**config.mk**
```make
export PLATFORM = sky130hd
export DESIGN_NAME = smartcard_char_deframer_core
export DESIGN_NICKNAME = d
export VERILOG_FILES = /design/src/design/cdf_pkg.sv /design/src/design/cdf_divider.sv /design/src/design/cdf_framer.sv /design/src/design/smartcard_char_deframer_core.sv
export SDC_FILE = /design/constraint.sdc
export NUM_CORES = 1
export LEC_CHECK = 0
export BUFFER_PORTS_ARGS = -buffer_cell sky130_fd_sc_hd__buf_2
export CAP_MARGIN = 20
export CORE_UTILIZATION = 55
export CTS_CLUSTER_DIAMETER = 60
export DETAILED_ROUTE_END_ITERATION = 10
export HOLD_SLACK_MARGIN = 0.1
export PLACE_DENSITY = 0.74
export RECOVER_POWER = 50
export SETUP_SLACK_MARGIN = 0.15
export SLEW_MARGIN = 5
export SYNTH_ARGS = -nofsm -noshare
export SYNTH_HDL_FRONTEND = slang
export SYNTH_HIERARCHICAL = 1
export SYNTH_SLANG_ARGS = --single-unit
```
**constraint.sdc**
```tcl
create_clock -name clk_i -period 6.16 [get_ports clk_i]
set_input_delay 1.232 -clock clk_i [delete_from_list [all_inputs] [get_ports clk_i]]
set_output_delay 1.232 -clock clk_i [all_outputs]
set_load 0.01 [all_outputs]
```
**src/design/cdf_pkg.sv**
```systemverilog
// Shared types and constants for the smartcard character deframer.
// Used by cdf_divider, cdf_framer and smartcard_char_deframer_core.
package cdf_pkg;

  localparam int unsigned FRAME_BITS  = 11;
  localparam int unsigned COUNT_WIDTH = 32;
  localparam int unsigned PRE_WIDTH   = 12;
  localparam int unsigned IDX_WIDTH   = 4;
  localparam int unsigned IO_BIT      = 6;

  localparam logic [PRE_WIDTH-1:0] PRESCALE_RESET = 12'd372;
  localparam logic [3:0]           ACTIVE_NIBBLE  = 4'hF;

  // result status codes
  localparam logic [1:0] ST_NONE  = 2'd0;
  localparam logic [1:0] ST_WAIT  = 2'd1;
  localparam logic [1:0] ST_BYTE  = 2'd2;
  localparam logic [1:0] ST_ERROR = 2'd3;

  typedef struct packed {
    logic                 start;
    logic [IDX_WIDTH-1:0] bit_times;
    logic                 active;
    logic                 io_level;
  } frm_ctrl_t;

  typedef struct packed {
    logic [1:0]           status;
    logic [7:0]           data_byte;
    logic [IDX_WIDTH-1:0] bit_position;
  } frm_result_t;

endpackage

```
**src/design/cdf_divider.sv**
```systemverilog
// Bit-serial restoring divider: clock count / prescale, one quotient bit per cycle.
// Gives the rounded bit-time count saturated at FRAME_BITS + 1. Depends on cdf_pkg.
module cdf_divider (
  input  logic                             clk_i,
  input  logic                             rst_ni,
  input  logic                             start_i,
  input  logic [cdf_pkg::COUNT_WIDTH-1:0]  dividend_i,
  input  logic [cdf_pkg::PRE_WIDTH-1:0]    divisor_i,
  output logic                             done_o,
  output logic [cdf_pkg::IDX_WIDTH-1:0]    bit_times_o
);
  import cdf_pkg::*;

  localparam int unsigned CNT_W = $clog2(COUNT_WIDTH + 1);
  localparam logic [CNT_W-1:0] CNT_LOAD = CNT_W'(COUNT_WIDTH);
  localparam logic [COUNT_WIDTH-1:0] SAT = COUNT_WIDTH'(FRAME_BITS + 1);

  logic [COUNT_WIDTH-1:0] dvd_q;   // dividend shifts out at top, quotient in at bottom
  logic [PRE_WIDTH-1:0]   rem_q;
  logic [PRE_WIDTH-1:0]   dsr_q;
  logic [CNT_W-1:0]       cnt_q;
  logic                   busy_q;
  logic                   done_q;

  logic [PRE_WIDTH:0]     trial;
  logic                   qbit;
  logic [PRE_WIDTH-1:0]   rem_d;
  logic                   round_up;
  logic [IDX_WIDTH-1:0]   q_small;

  assign trial = {rem_q, dvd_q[COUNT_WIDTH-1]};
  assign qbit  = (trial >= {1'b0, dsr_q});
  assign rem_d = qbit ? PRE_WIDTH'(trial - {1'b0, dsr_q}) : trial[PRE_WIDTH-1:0];

  always_ff @(posedge clk_i or negedge rst_ni) begin
    if (!rst_ni) begin
      busy_q <= 1'b0;
      done_q <= 1'b0;
      cnt_q  <= '0;
    end else if (start_i) begin
      busy_q <= 1'b1;
      done_q <= 1'b0;
      cnt_q  <= CNT_LOAD;
    end else if (busy_q) begin
      cnt_q <= cnt_q - CNT_W'(1);
      if (cnt_q == CNT_W'(1)) begin
        busy_q <= 1'b0;
        done_q <= 1'b1;
      end
    end else begin
      done_q <= 1'b0;
    end
  end

  always_ff @(posedge clk_i) begin
    if (start_i) begin
      dvd_q <= dividend_i;
      rem_q <= '0;
      // zero prescale behaves as one
      dsr_q <= (divisor_i == '0) ? PRE_WIDTH'(1) : divisor_i;
    end else if (busy_q) begin
      dvd_q <= {dvd_q[COUNT_WIDTH-2:0], qbit};
      rem_q <= rem_d;
    end
  end

  // round up when remainder exceeds half the divisor
  assign round_up = (rem_q > (dsr_q >> 1));
  assign q_small  = dvd_q[IDX_WIDTH-1:0] + IDX_WIDTH'(round_up);

  assign done_o      = done_q;
  assign bit_times_o = (dvd_q >= SAT) ? IDX_WIDTH'(FRAME_BITS + 1) : q_small;

endmodule

```
**src/design/cdf_framer.sv**
```systemverilog
// Frame shift register and bit-time sequencer: one bit time per cycle.
// Holds frame bits, bit index and last I/O level. Depends on cdf_pkg.
module cdf_framer (
  input  logic                  clk_i,
  input  logic                  rst_ni,
  input  cdf_pkg::frm_ctrl_t    ctrl_i,
  output logic                  done_o,
  output cdf_pkg::frm_result_t  result_o
);
  import cdf_pkg::*;

  localparam logic [IDX_WIDTH-1:0] IDX_FULL = IDX_WIDTH'(FRAME_BITS);

  logic [FRAME_BITS-1:0] frame_q;   // first stored bit ends up at bit 0
  logic [IDX_WIDTH-1:0]  idx_q;
  logic [IDX_WIDTH-1:0]  cnt_q;
  logic                  last_io_q;
  logic                  busy_q;
  logic                  done_q;
  logic                  active_q;
  logic                  io_q;
  logic [1:0]            status_q;
  logic [7:0]            data_q;

  always_ff @(posedge clk_i or negedge rst_ni) begin
    if (!rst_ni) begin
      frame_q   <= '0;
      idx_q     <= '0;
      cnt_q     <= '0;
      last_io_q <= 1'b0;
      busy_q    <= 1'b0;
      done_q    <= 1'b0;
      status_q  <= ST_NONE;
      data_q    <= '0;
    end else if (ctrl_i.start) begin
      cnt_q    <= ctrl_i.bit_times;
      busy_q   <= 1'b1;
      done_q   <= 1'b0;
      status_q <= ST_NONE;
      data_q   <= '0;
    end else if (busy_q) begin
      if (cnt_q == '0) begin
        last_io_q <= io_q;
        busy_q    <= 1'b0;
        done_q    <= 1'b1;
      end else if (idx_q == '0 && !active_q) begin
        // idle line in start state: rest of the gap is dropped
        status_q <= ST_WAIT;
        cnt_q    <= '0;
      end else if (idx_q != IDX_FULL) begin
        frame_q  <= {last_io_q, frame_q[FRAME_BITS-1:1]};
        idx_q    <= idx_q + IDX_WIDTH'(1);
        status_q <= ST_WAIT;
        cnt_q    <= cnt_q - IDX_WIDTH'(1);
      end else begin
        // start bit low, guard bit high
        if (!frame_q[0] && frame_q[FRAME_BITS-1]) begin
          status_q <= ST_BYTE;
          data_q   <= frame_q[8:1];
        end else begin
          status_q <= ST_ERROR;
          data_q   <= '0;
        end
        frame_q <= '0;
        idx_q   <= '0;
        cnt_q   <= '0;
      end
    end else begin
      done_q <= 1'b0;
    end
  end

  always_ff @(posedge clk_i) begin
    if (ctrl_i.start) begin
      active_q <= ctrl_i.active;
      io_q     <= ctrl_i.io_level;
    end
  end

  assign done_o                = done_q;
  assign result_o.status       = status_q;
  assign result_o.data_byte    = data_q;
  assign result_o.bit_position = idx_q;

endmodule

```
**src/design/smartcard_char_deframer_core.sv**
```systemverilog
// Smartcard character deframer: top level with stream channels and prescale register.
// Instantiates cdf_divider and cdf_framer; depends on cdf_pkg.
//
// Usage: each input beat is one line-change event (pin byte + clock count since the
// previous event). Each beat produces exactly one output beat carrying a status, the
// decoded character when a frame completes, and the frame bit count afterwards.
// Processing: the count is divided by the prescale in a bit-serial divider, then the
// frame sequencer steps through each bit time of the gap (at most 12) and finishes,
// then the output register loads.
// Throughput: one event at a time; s_axis_tready rises again once the result has moved
// into the output register, so a new beat can be taken while the result awaits pickup.
// Stall: if m_axis_tready stays low, the result waits in the output register and the
// next finished result holds inside the core until the register frees up.
// Reset: prescale returns to 372, the frame is empty, last I/O level is zero, and
// both channels are idle. cfg_we_i writes prescale; write only while no event is in work.
module smartcard_char_deframer_core (
  input  logic        clk_i,
  input  logic        rst_ni,
  input  logic        cfg_we_i,
  input  logic [11:0] cfg_wdata_i,     // prescale
  input  logic        s_axis_tvalid,
  output logic        s_axis_tready,
  input  logic [39:0] s_axis_tdata,    // [7:0] pin_state, [39:8] clock_count
  output logic        m_axis_tvalid,
  input  logic        m_axis_tready,
  output logic [15:0] m_axis_tdata     // [1:0] status, [9:2] data_byte, [13:10] bit_position
);
  import cdf_pkg::*;

  typedef enum logic [1:0] {
    S_IDLE,
    S_DIV,
    S_FRAME,
    S_HOLD
  } state_e;

  state_e               state_q;
  logic [PRE_WIDTH-1:0] prescale_q;
  logic [7:0]           pin_q;
  logic                 out_valid_q;
  frm_result_t          out_q;

  logic                 in_fire;
  logic                 out_free;
  logic                 out_load;
  logic                 div_done;
  logic [IDX_WIDTH-1:0] bit_times;
  frm_ctrl_t            frm_ctrl;
  logic                 frm_done;
  frm_result_t          frm_result;

  assign in_fire  = s_axis_tvalid && s_axis_tready;
  assign out_free = !out_valid_q || m_axis_tready;
  assign out_load = (state_q == S_HOLD || (state_q == S_FRAME && frm_done)) && out_free;

  cdf_divider u_div (
    .clk_i       (clk_i),
    .rst_ni      (rst_ni),
    .start_i     (in_fire),
    .dividend_i  (s_axis_tdata[39:8]),
    .divisor_i   (prescale_q),
    .done_o      (div_done),
    .bit_times_o (bit_times)
  );

  assign frm_ctrl.start     = div_done;
  assign frm_ctrl.bit_times = bit_times;
  assign frm_ctrl.active    = (pin_q[7:4] == ACTIVE_NIBBLE);
  assign frm_ctrl.io_level  = pin_q[IO_BIT];

  cdf_framer u_frm (
    .clk_i    (clk_i),
    .rst_ni   (rst_ni),
    .ctrl_i   (frm_ctrl),
    .done_o   (frm_done),
    .result_o (frm_result)
  );

  always_ff @(posedge clk_i or negedge rst_ni) begin
    if (!rst_ni) begin
      state_q     <= S_IDLE;
      prescale_q  <= PRESCALE_RESET;
      out_valid_q <= 1'b0;
    end else begin
      if (cfg_we_i) begin
        prescale_q <= cfg_wdata_i;
      end
      out_valid_q <= out_load || (out_valid_q && !m_axis_tready);
      case (state_q)
        S_IDLE: begin
          if (in_fire) begin
            state_q <= S_DIV;
          end
        end
        S_DIV: begin
          if (div_done) begin
            state_q <= S_FRAME;
          end
        end
        S_FRAME, S_HOLD: begin
          if (out_load) begin
            state_q <= S_IDLE;
          end else if (frm_done) begin
            state_q <= S_HOLD;
          end
        end
        default: state_q <= S_IDLE;
      endcase
    end
  end

  always_ff @(posedge clk_i) begin
    if (in_fire) begin
      pin_q <= s_axis_tdata[7:0];
    end
    if (out_load) begin
      out_q <= frm_result;
    end
  end

  assign s_axis_tready = (state_q == S_IDLE);
  assign m_axis_tvalid = out_valid_q;
  assign m_axis_tdata  = {2'b00, out_q.bit_position, out_q.data_byte, out_q.status};

endmodule

```
## Word level (Yosys, flattened, before mapping)

Cells that the tools add are included.

| word-level totals | value |
|---|---|
| register bits | 135 |
| bits in latches | 0 |
| memory bits (writable) | 0 |
| memory bits (read-only) | 0 |
| input bits | 57 |
| output and inout bits | 18 |
| logic and storage cells | 115 |
| memories kept | 0 |

| operators by class | value |
|---|---|
| add/sub/neg operators | 5 |
| multipliers | 0 |
| divide/modulo/power cells | 0 |
| $lt $le $gt $ge | 3 |
| eq/ne operators | 14 |
| shift-type cells | 0 |
| mux-type cells | 42 |
| bitwise operators | 3 |
| reductions and logical operators | 25 |

Operator list:

| kind | number |
|---|---|
| 2-to-1 mux 32 bit | 2 |
| 2-to-1 mux 8 bit | 6 |
| >= comparator 32 x 4 -> 1 bit, second input constant | 1 |
| 2-to-1 mux 4 bit | 7 |
| 2-to-1 mux 2 bit | 9 |
| >= comparator 13 x 12 -> 1 bit | 1 |
| 2-to-1 mux 1 bit | 13 |
| greater-than comparator 12 x 11 -> 1 bit | 1 |
| logical NOT 12 bit | 1 |
| 2-to-1 mux 12 bit | 1 |
| 2-to-1 mux 6 bit | 2 |
| subtractor 12 bit | 1 |
| 2-to-1 mux 11 bit | 1 |
| logical NOT 4 bit | 2 |
| AND reduction 4 bit | 2 |
| equality test 6 x 1 -> 1 bit, second input constant | 1 |
| logical AND 1 bit | 6 |
| != test 2 bit, second input constant | 3 |
| != test 3 bit, second input constant | 2 |
| case mux 2 bit (3 select lines) | 1 |
| AND reduction 3 bit | 2 |
| subtractor 6 x 1 -> 6 bit, second input constant | 1 |
| adder 4 x 1 -> 4 bit | 1 |
| adder 4 x 1 -> 4 bit, second input constant | 1 |
| 14 further kinds | 24 |

## Logic depth before layout (Yosys ltp)

Gate-level depths: netlist of the first run.

| depth | value |
|---|---|
| word-level depth | 8 |
| mapped depth | 14 |

## Cells and area by module

Netlist of the first run, hierarchy kept.

Modules (own cells, without submodules):

| module | times used | cells each | area each (µm²) | sequential area each (µm²) |
|---|---|---|---|---|
| cdf_divider | 1 | 314 | 3535.9 | 1761.7 |
| cdf_framer | 1 | 143 | 1574.0 | 860.8 |
| smartcard_char_deframer_core | 1 | 64 | 1176.1 | 922.1 |

## Least setup slack after synthesis of the first run

Ideal clock, no wire load.

| timing | value |
|---|---|
| path kind | in2reg |
| start | in s_axis_tvalid |
| end | reg u_div.dvd_q[0] (enable) |
| library setup time | 375 ps |
| data arrival time | 2826 ps |
| required time | 5785 ps |
| setup slack | 2959 ps |
| stages | 4 |
| buffers on the path | 2 |
| cell sequence | and2_1 clkbuf_1 clkbuf_1 or2_2 |

| between the ends | value |
|---|---|
| longest elaborated chain between the ends | 2 |

RTL lines:

| item | RTL line | RTL |
|---|---|---|
| start, declared | smartcard_char_deframer_core.sv:21 | `input logic s_axis_tvalid,` |
| logical AND 1 bit | smartcard_char_deframer_core.sv:52 | `assign in_fire = s_axis_tvalid && s_axis_tready;` |
| nonzero test 2 bit (no line) | - |  |
| end signal, assigned | cdf_divider.sv:57 | `dvd_q <= dividend_i;` |
| end signal, assigned | cdf_divider.sv:62 | `dvd_q <= {dvd_q[COUNT_WIDTH-2:0], qbit};` |
| end, declared | cdf_divider.sv:18 | `logic [COUNT_WIDTH-1:0] dvd_q;` |

No other way between the ends.
A chain may end at the register's enable or synchronous reset.

## Worst setup path in the final report of the first run

| timing | value |
|---|---|
| start | in s_axis_tvalid |
| end | reg u_div.dvd_q[11], data pin |

| between the ends | value |
|---|---|
| longest elaborated chain between the ends | 2 |

RTL lines:

| item | RTL line | RTL |
|---|---|---|
| logical AND 1 bit | smartcard_char_deframer_core.sv:52 |  |
| named net in_fire | smartcard_char_deframer_core.sv:43 | `logic in_fire;` |
| 2-to-1 mux 32 bit | cdf_divider.sv:56 | `if (start_i) begin` |

The timed path passes the listed nets, and every way through them passes these cells.

==> results.py, run 1 <==
metrics = {
    "outcome": {
        "status": "finished with violations",
        "violations": "max-capacitance violations, max-slew violations",
    },
    "critical_path": {
        "slowest_delay_ps": 1430,
        "crit_family": "simple AND/OR/NAND/NOR gates",
        "worst_setup_path_start_kind": "primary input",
        "critical_path_class": "primary input to register",
        "crit_path_end_kind": "register",
        "crit_fanout": 38,
        "crit_required_ps": 6320,
        "crit_slowest_cell": "and2_0",
        "cp.arrival_ps": 3800,
        "cp_num_buf_inv": 2,
        "path_cells": "clkbuf_1, and2_0, buf_4, mux2_2",
    },
    "synthesis": {
        "synthFlopType": "edfxtp_1",
        "synth_edf_count": 64,
        "ys_seq_area_frac": 0.564,
        "synth_top_area_share": 0.306,
        "synth.distinct_cells": 73,
        "ys_seq_elements": 131,
        "synth.area.top_cells": "edfxtp_1 31%, dfrtp_1 20%, mux2_2 8.2%",
        "synthArstFlopShare": 0.420,
        "synth_top_area_cell": "edfxtp_1",
        "yosys_warnings": 6,
        "netlist_instances": 521,
        "avgSynthCellArea_um2": 12.1,
        "synth.cell_area_um2": 6290,
    },
    "cts": {
        "cts_resized": 0,
        "clk_path_buf_depth": 2,
        "clk_latency_ps": 420,
        "cts_buffers": 17,
        "cts_tree": "yes",
        "ctsHoldBuffers": 0,
        "postCtsSetupBuffers": 0,
        "cts_sinks": 131,
        "clk_pin_slew_worst_paths_ps": 50,
        "clockRootBuffer": "clkbuf_16",
        "h-tree-depth": 4,
    },
    "detailed_routing": {
        "ant_nets": 0,
        "drc": 0,
        "routed_via_density": 5.59,
        "drtIter0Drc": 260,
        "routed-via-count": 4099,
        "routed_wl_mm": 11.3,
        "drtPass1Iterations": 5,
        "wl_per_cell_um": 15.4,
    },
    "cells_and_area": {
        "syn2layout_area_growth_pct": 14.7,
        "n_antenna_cell": 0,
        "final_common_cell": "buf_2",
        "final_cell_mix": "66 x buf_2, 64 x edfxtp_1, 50 x dfrtp_1",
        "nets": 659,
        "fillers": 844,
        "drive_above_1_share": 0.282,
    },
    "sta": {
        "post-route-min-period_ps": 3630,
        "skew_ps": 5.87,
        "setup_tns_ps": 0,
        "slew_viol_final": 92,
        "hold_viol_final": 0,
        "rsz0062_at_grt": "false",
        "min_period_over_period": 0.590,
        "tightest_slew_ps": 2960,
        "fin_ws_ps": 2530,
        "slew-limit-headroom": -0.976,
        "setup_violations": 0,
        "max_freq_mhz": 275,
    },
    "pwr": {
        "ir_drop_mv": 0.225,
        "power_density_nw_per_um2": 266,
        "p_leak_uw": 0.00292,
    },
    "global_route": {
        "antenna_found_initial": 0,
        "grt_first_pass_wirelength_mm": 18.8,
        "grt_use_total": 0.209,
        "grt_max_degree": 56,
        "first_global_vias": 4001,
        "overflow": 0,
    },
    "run": {
        "maxCapViolCount": 2,
    },
    "place": {
        "port_buffers": 68,
        "place_ws_ps": 3020,
        "hpwlAfterDp_mm": 7.68,
        "gp_congestion": 0.850,
    },
    "floorplan": {
        "start_util": 0.572,
        "fp.coreArea_um2": 11000,
        "die_x_um": 109,
        "core.rowCount": 38,
        "die_y_um": 109,
        "io_pins": 75,
        "die_area_um2": 11900,
    },
    "min_path": {
        "min_path_type": "register to register",
    },
}
[cells in the mapped netlist, types with 5 or more instances]
cell / n
nand2_1: 47
xor2_1: 5
ha_1: 21
dfstp_2: 5
dfxtp_1: 12
a22o_1: 8
o21ai_0: 16
nor2b_1: 8
nor3b_1: 6
a21oi_1: 18
nor3_1: 8
nand2b_1: 8
edfxtp_1: 64
dfrtp_1: 50
inv_1: 24
nor2_1: 29
mux2_2: 46
nand4_1: 5
xnor2_1: 7
buf_4: 5
clkbuf_1: 18
nor4_1: 10
o21ai_2: 11
o31ai_1: 5
[metrics by stage]
stage | total power, uW | hold slack [ps] | cells | area, um2 | util
4_1_cts | 1940 | 461 | 732 | 7230 | 0.658
5_1_grt | 1970 | 473 | 733 | 7210 | 0.657
6_report | 1920 | 458 | 733 | 7210 | 0.657
2_1_floorplan | 962 | 419 | 522 | 6290 | -
3_3_place_gp | 982 | 439 | 700 | 6660 | 0.607
3_5_place_dp | 984 | 442 | 700 | 6660 | 0.607
[state kept, by name, indices dropped and copies added, names as in the netlist]
register         cells
u_frm/status_q       2
prescale_q          12
pin_q                4
u_frm/cnt_q          4
u_div/rem_q         12
u_frm/done_o         1
m_axis_tdata        14
state_q              2
m_axis_tvalid        1
u_div/cnt_q          6
u_frm/io_q           1
u_frm/frame_q       11
u_frm/busy_q         1
u_frm/data_q         8
u_frm/last_io_q      1
u_div/dvd_q         32
u_div/dsr_q         12
u_div/done_o         1
u_frm/idx_q          4
u_div/busy_q         1
u_frm/active_q       1
[cell type report]
type / instances / area (um2) / share of cell area
clock buffers: 22 / 454 / 0.0630
clock inverters: 10 / 108 / 0.0149
inverters: 24 / 90.1 / 0.0125
multi-input cells: 335 / 2490 / 0.345
flip-flops and latches: 131 / 3540 / 0.491
well taps: 140 / 175 / 0.0243
repair buffers: 71 / 353 / 0.0489
[cell families after synthesis]
group           share of synthesized area
mux                                0.0943
buf+inv                            0.0394
other cells                      0.000597
simple gates                        0.125
fa+ha+maj                          0.0450
compound gates                      0.115
flops                               0.564
xor+xnor                           0.0167
[routing by layer]
metal | routed length [um] | global-route usage | vias up
li1 | - | - | 2008
met1 | 4890 | 0.251 | 1981
met2 | 5780 | 0.353 | 99
met3 | 492 | 0.0622 | 11
met4 | 132 | 0.0811 | 0
met5 | 0 | 0 | -
[worst paths after layout]
| path | start | end | slack, ps | cells past startpoint |
|---|---|---|---|---|
| min in group asynchronous | rst_ni | u_div/cnt_q[5] | 1880 | 2 |
| worst max-delay path | s_axis_tvalid | u_div/dvd_q[11] | 2530 | 4 |
| worst max register to register | state_q[1] | u_div/dvd_q[11] | 2840 | 4 |
| worst min register to register | u_frm/status_q[1] | m_axis_tdata[1] | 460 | 0 |
| max in group asynchronous | rst_ni | u_frm/data_q[5] | 2600 | 2 |
| worst min-delay path | u_frm/status_q[1] | m_axis_tdata[1] | 460 | 0 |
[where the power goes]
group / leakage (uW) / total, uW / internal [uW] / switching (uW)
Clock: 0.000282 / 952 / 602 / 350
Combinational: 0.00130 / 35.2 / 19.4 / 15.8
Sequential: 0.00134 / 930 / 924 / 6.11
Total: 0.00292 / 1920 / 1550 / 372
No activity file was read; power rests on OpenSTA's default activity.
==> run 2: changes to the inputs <==
CORE_UTILIZATION = 53   (was 55)
PLACE_DENSITY = 0.75   (was 0.74)
clock period = 3.1 ns   (was 6.16 ns; I/O delays follow)
==> run 2 against run 1 <==
The run still ends with max-capacitance violations, max-slew violations left. Cell count rose by 1.2%. Setup slack lost 2100 ps. Sequential share of layout area fell by 0.45 points. Critical path depth is 7 higher. Wire length grew 0.21%. Hold slack got worse by 79 ps. Power rose by 100%. Clock skew increased by 0.51 ps. Global-route usage decreased by 0.68 points. First-iteration DRC count down 23%. Combinational power rose by 100%. Sequential power grew 99%. Critical endpoint is now u_frm/cnt_q[1]. Largest cell class unchanged.
==> results.py, run 2 (synthesis results as in run 1) <==
metrics = {
    "floorplan": {
        "start_util": 0.548,
        "fp.coreArea_um2": 11500,
        "die_y_um": 111,
        "io_pins": 75,
        "core.rowCount": 39,
        "die_area_um2": 12300,
        "die_x_um": 111,
    },
    "sta": {
        "setup_tns_ps": 0,
        "post-route-min-period_ps": 2680,
        "max_freq_mhz": 373,
        "slew_viol_final": 33,
        "skew_ps": 6.37,
        "rsz0062_at_grt": "false",
        "slew-limit-headroom": -0.142,
        "fin_ws_ps": 422,
        "setup_violations": 0,
        "hold_viol_final": 0,
        "min_period_over_period": 0.864,
        "tightest_slew_ps": 1710,
    },
    "cts": {
        "cts_sinks": 131,
        "cts_buffers": 17,
        "h-tree-depth": 4,
        "cts_tree": "yes",
        "postCtsSetupBuffers": 0,
        "clk_pin_slew_worst_paths_ps": 60,
        "clockRootBuffer": "clkbuf_16",
        "clk_latency_ps": 420,
        "clk_path_buf_depth": 2,
        "ctsHoldBuffers": 0,
        "cts_resized": 0,
    },
    "cells_and_area": {
        "n_antenna_cell": 0,
        "syn2layout_area_growth_pct": 15.8,
        "nets": 665,
        "largest_register_ffs": 32,
        "final_cell_mix": "66 x buf_2, 64 x edfxtp_1, 50 x dfrtp_1",
        "utilization": 0.635,
        "final_common_cell": "buf_2",
        "top_register": "u_div/dvd_q",
        "drive_above_1_share": 0.292,
    },
    "run": {
        "maxCapViolCount": 1,
    },
    "detailed_routing": {
        "routed_wl_mm": 11.3,
        "wl_per_cell_um": 15.3,
        "drc": 0,
        "routed-via-count": 4088,
        "drtPass1Iterations": 4,
        "ant_nets": 0,
        "routed_via_density": 5.51,
        "drtIter0Drc": 200,
    },
    "global_route": {
        "grt_use_total": 0.202,
        "antenna_found_initial": 0,
        "overflow": 0,
        "grt_first_pass_wirelength_mm": 19.5,
        "grt_max_degree": 33,
        "first_global_vias": 4235,
    },
    "min_path": {
        "min_path_type": "primary input to register",
    },
    "pwr": {
        "swShare": 0.206,
        "internal_power_uw": 3040,
        "p_leak_uw": 0.00294,
        "ir_drop_mv": 0.400,
        "p_seq_frac": 0.483,
        "p_sw_uw": 788,
        "clkPwrFrac": 0.499,
        "power_density_nw_per_um2": 526,
        "p_comb_frac": 0.018,
    },
    "critical_path": {
        "critical_path_class": "register to register",
        "crit_fanout": 6,
        "crit_required_ps": 3400,
        "cp.arrival_ps": 2980,
        "worst_setup_path_start_kind": "register",
        "crit_path_end_kind": "register",
    },
    "place": {
        "hpwlAfterDp_mm": 8.09,
        "place_ws_ps": 423,
        "port_buffers": 68,
        "gp_congestion": 0.864,
    },
    "outcome": {
        "violations": "max-capacitance violations, max-slew violations",
        "status": "finished with violations",
    },
}
## run 2: cell count changes in the layout (fill, tap and decap cells not counted), moves of 2 or more
| cell | change |
|---|---|
| buf_4 | +4 |
| clkinv_2 | -5 |
| clkinv_4 | +2 |
| clkinvlp_4 | +2 |
| inv_6 | +2 |
## run 2: path summary, 6_finish.rpt
| kind | cells past startpoint | end | slack (ps) | startpoint |
|---|---|---|---|---|
| worst max-delay path | 11 | u_frm/cnt_q[1] | 420 | u_div/dsr_q[10] |
| worst min-delay path | 1 | pin_q[6] | 380 | s_axis_tdata[6] |
| worst max register to register | 11 | u_frm/cnt_q[1] | 420 | u_div/dsr_q[10] |
| worst min register to register | 0 | m_axis_tdata[0] | 450 | u_frm/status_q[0] |
| max in group asynchronous | 2 | u_frm/data_q[0] | 1060 | rst_ni |
| min in group asynchronous | 1 | prescale_q[1] | 650 | rst_ni |
## run 2: power groups by stage
stage | sequential, uW | combinational (uW) | clock, uW
floorplan | 1880 | 32.9 | 0
global placement | 1880 | 70.2 | 0
detailed placement | 1880 | 73.8 | 0
CTS | 1850 | 74.4 | 1950
global route | 1850 | 79.9 | 2020
finish | 1850 | 70.5 | 1910
## run 2: cell type report
class	instances	area, um2
clock buffers	20	458
clock inverters	12	120
fillers	873	4190
inverters	24	90.1
repair buffers	77	390
well taps	143	179
flip-flops and latches	131	3540
multi-input cells	335	2500
## run 2: worst max-delay path: stages, from the launching register on
cell and delay [ps]:
edfxtp_1 330, inv_1 40, ha_1 340, a21o_1 190, a211o_1 280, a41o_1 260, o22a_1 240, ha_1 200
ha_1 270, and2_1 130, a22oi_1 210, o21ai_2 80
## run 2: metal layers
layer  part of all wire  up-vias  track usage
li1                   -     2025            -
met1               0.44     1966        0.242
met2               0.50       79        0.342
met3              0.036       18       0.0519
met4              0.021        0       0.0951
met5                  0        -            0
## run 2: through the flow
| stage | std cells | total power (uW) | hold slack [ps] | cell area, um2 |
|---|---|---|---|---|
| 6_report | 742 | 3830 | 379 | 7280 |
| 5_1_grt | 742 | 3950 | 361 | 7280 |
| 2_1_floorplan | 522 | 1910 | 324 | 6290 |
| 4_1_cts | 742 | 3880 | 275 | 7300 |
| 3_5_place_dp | 710 | 1960 | 441 | 6720 |
| 3_3_place_gp | 710 | 1950 | 438 | 6720 |
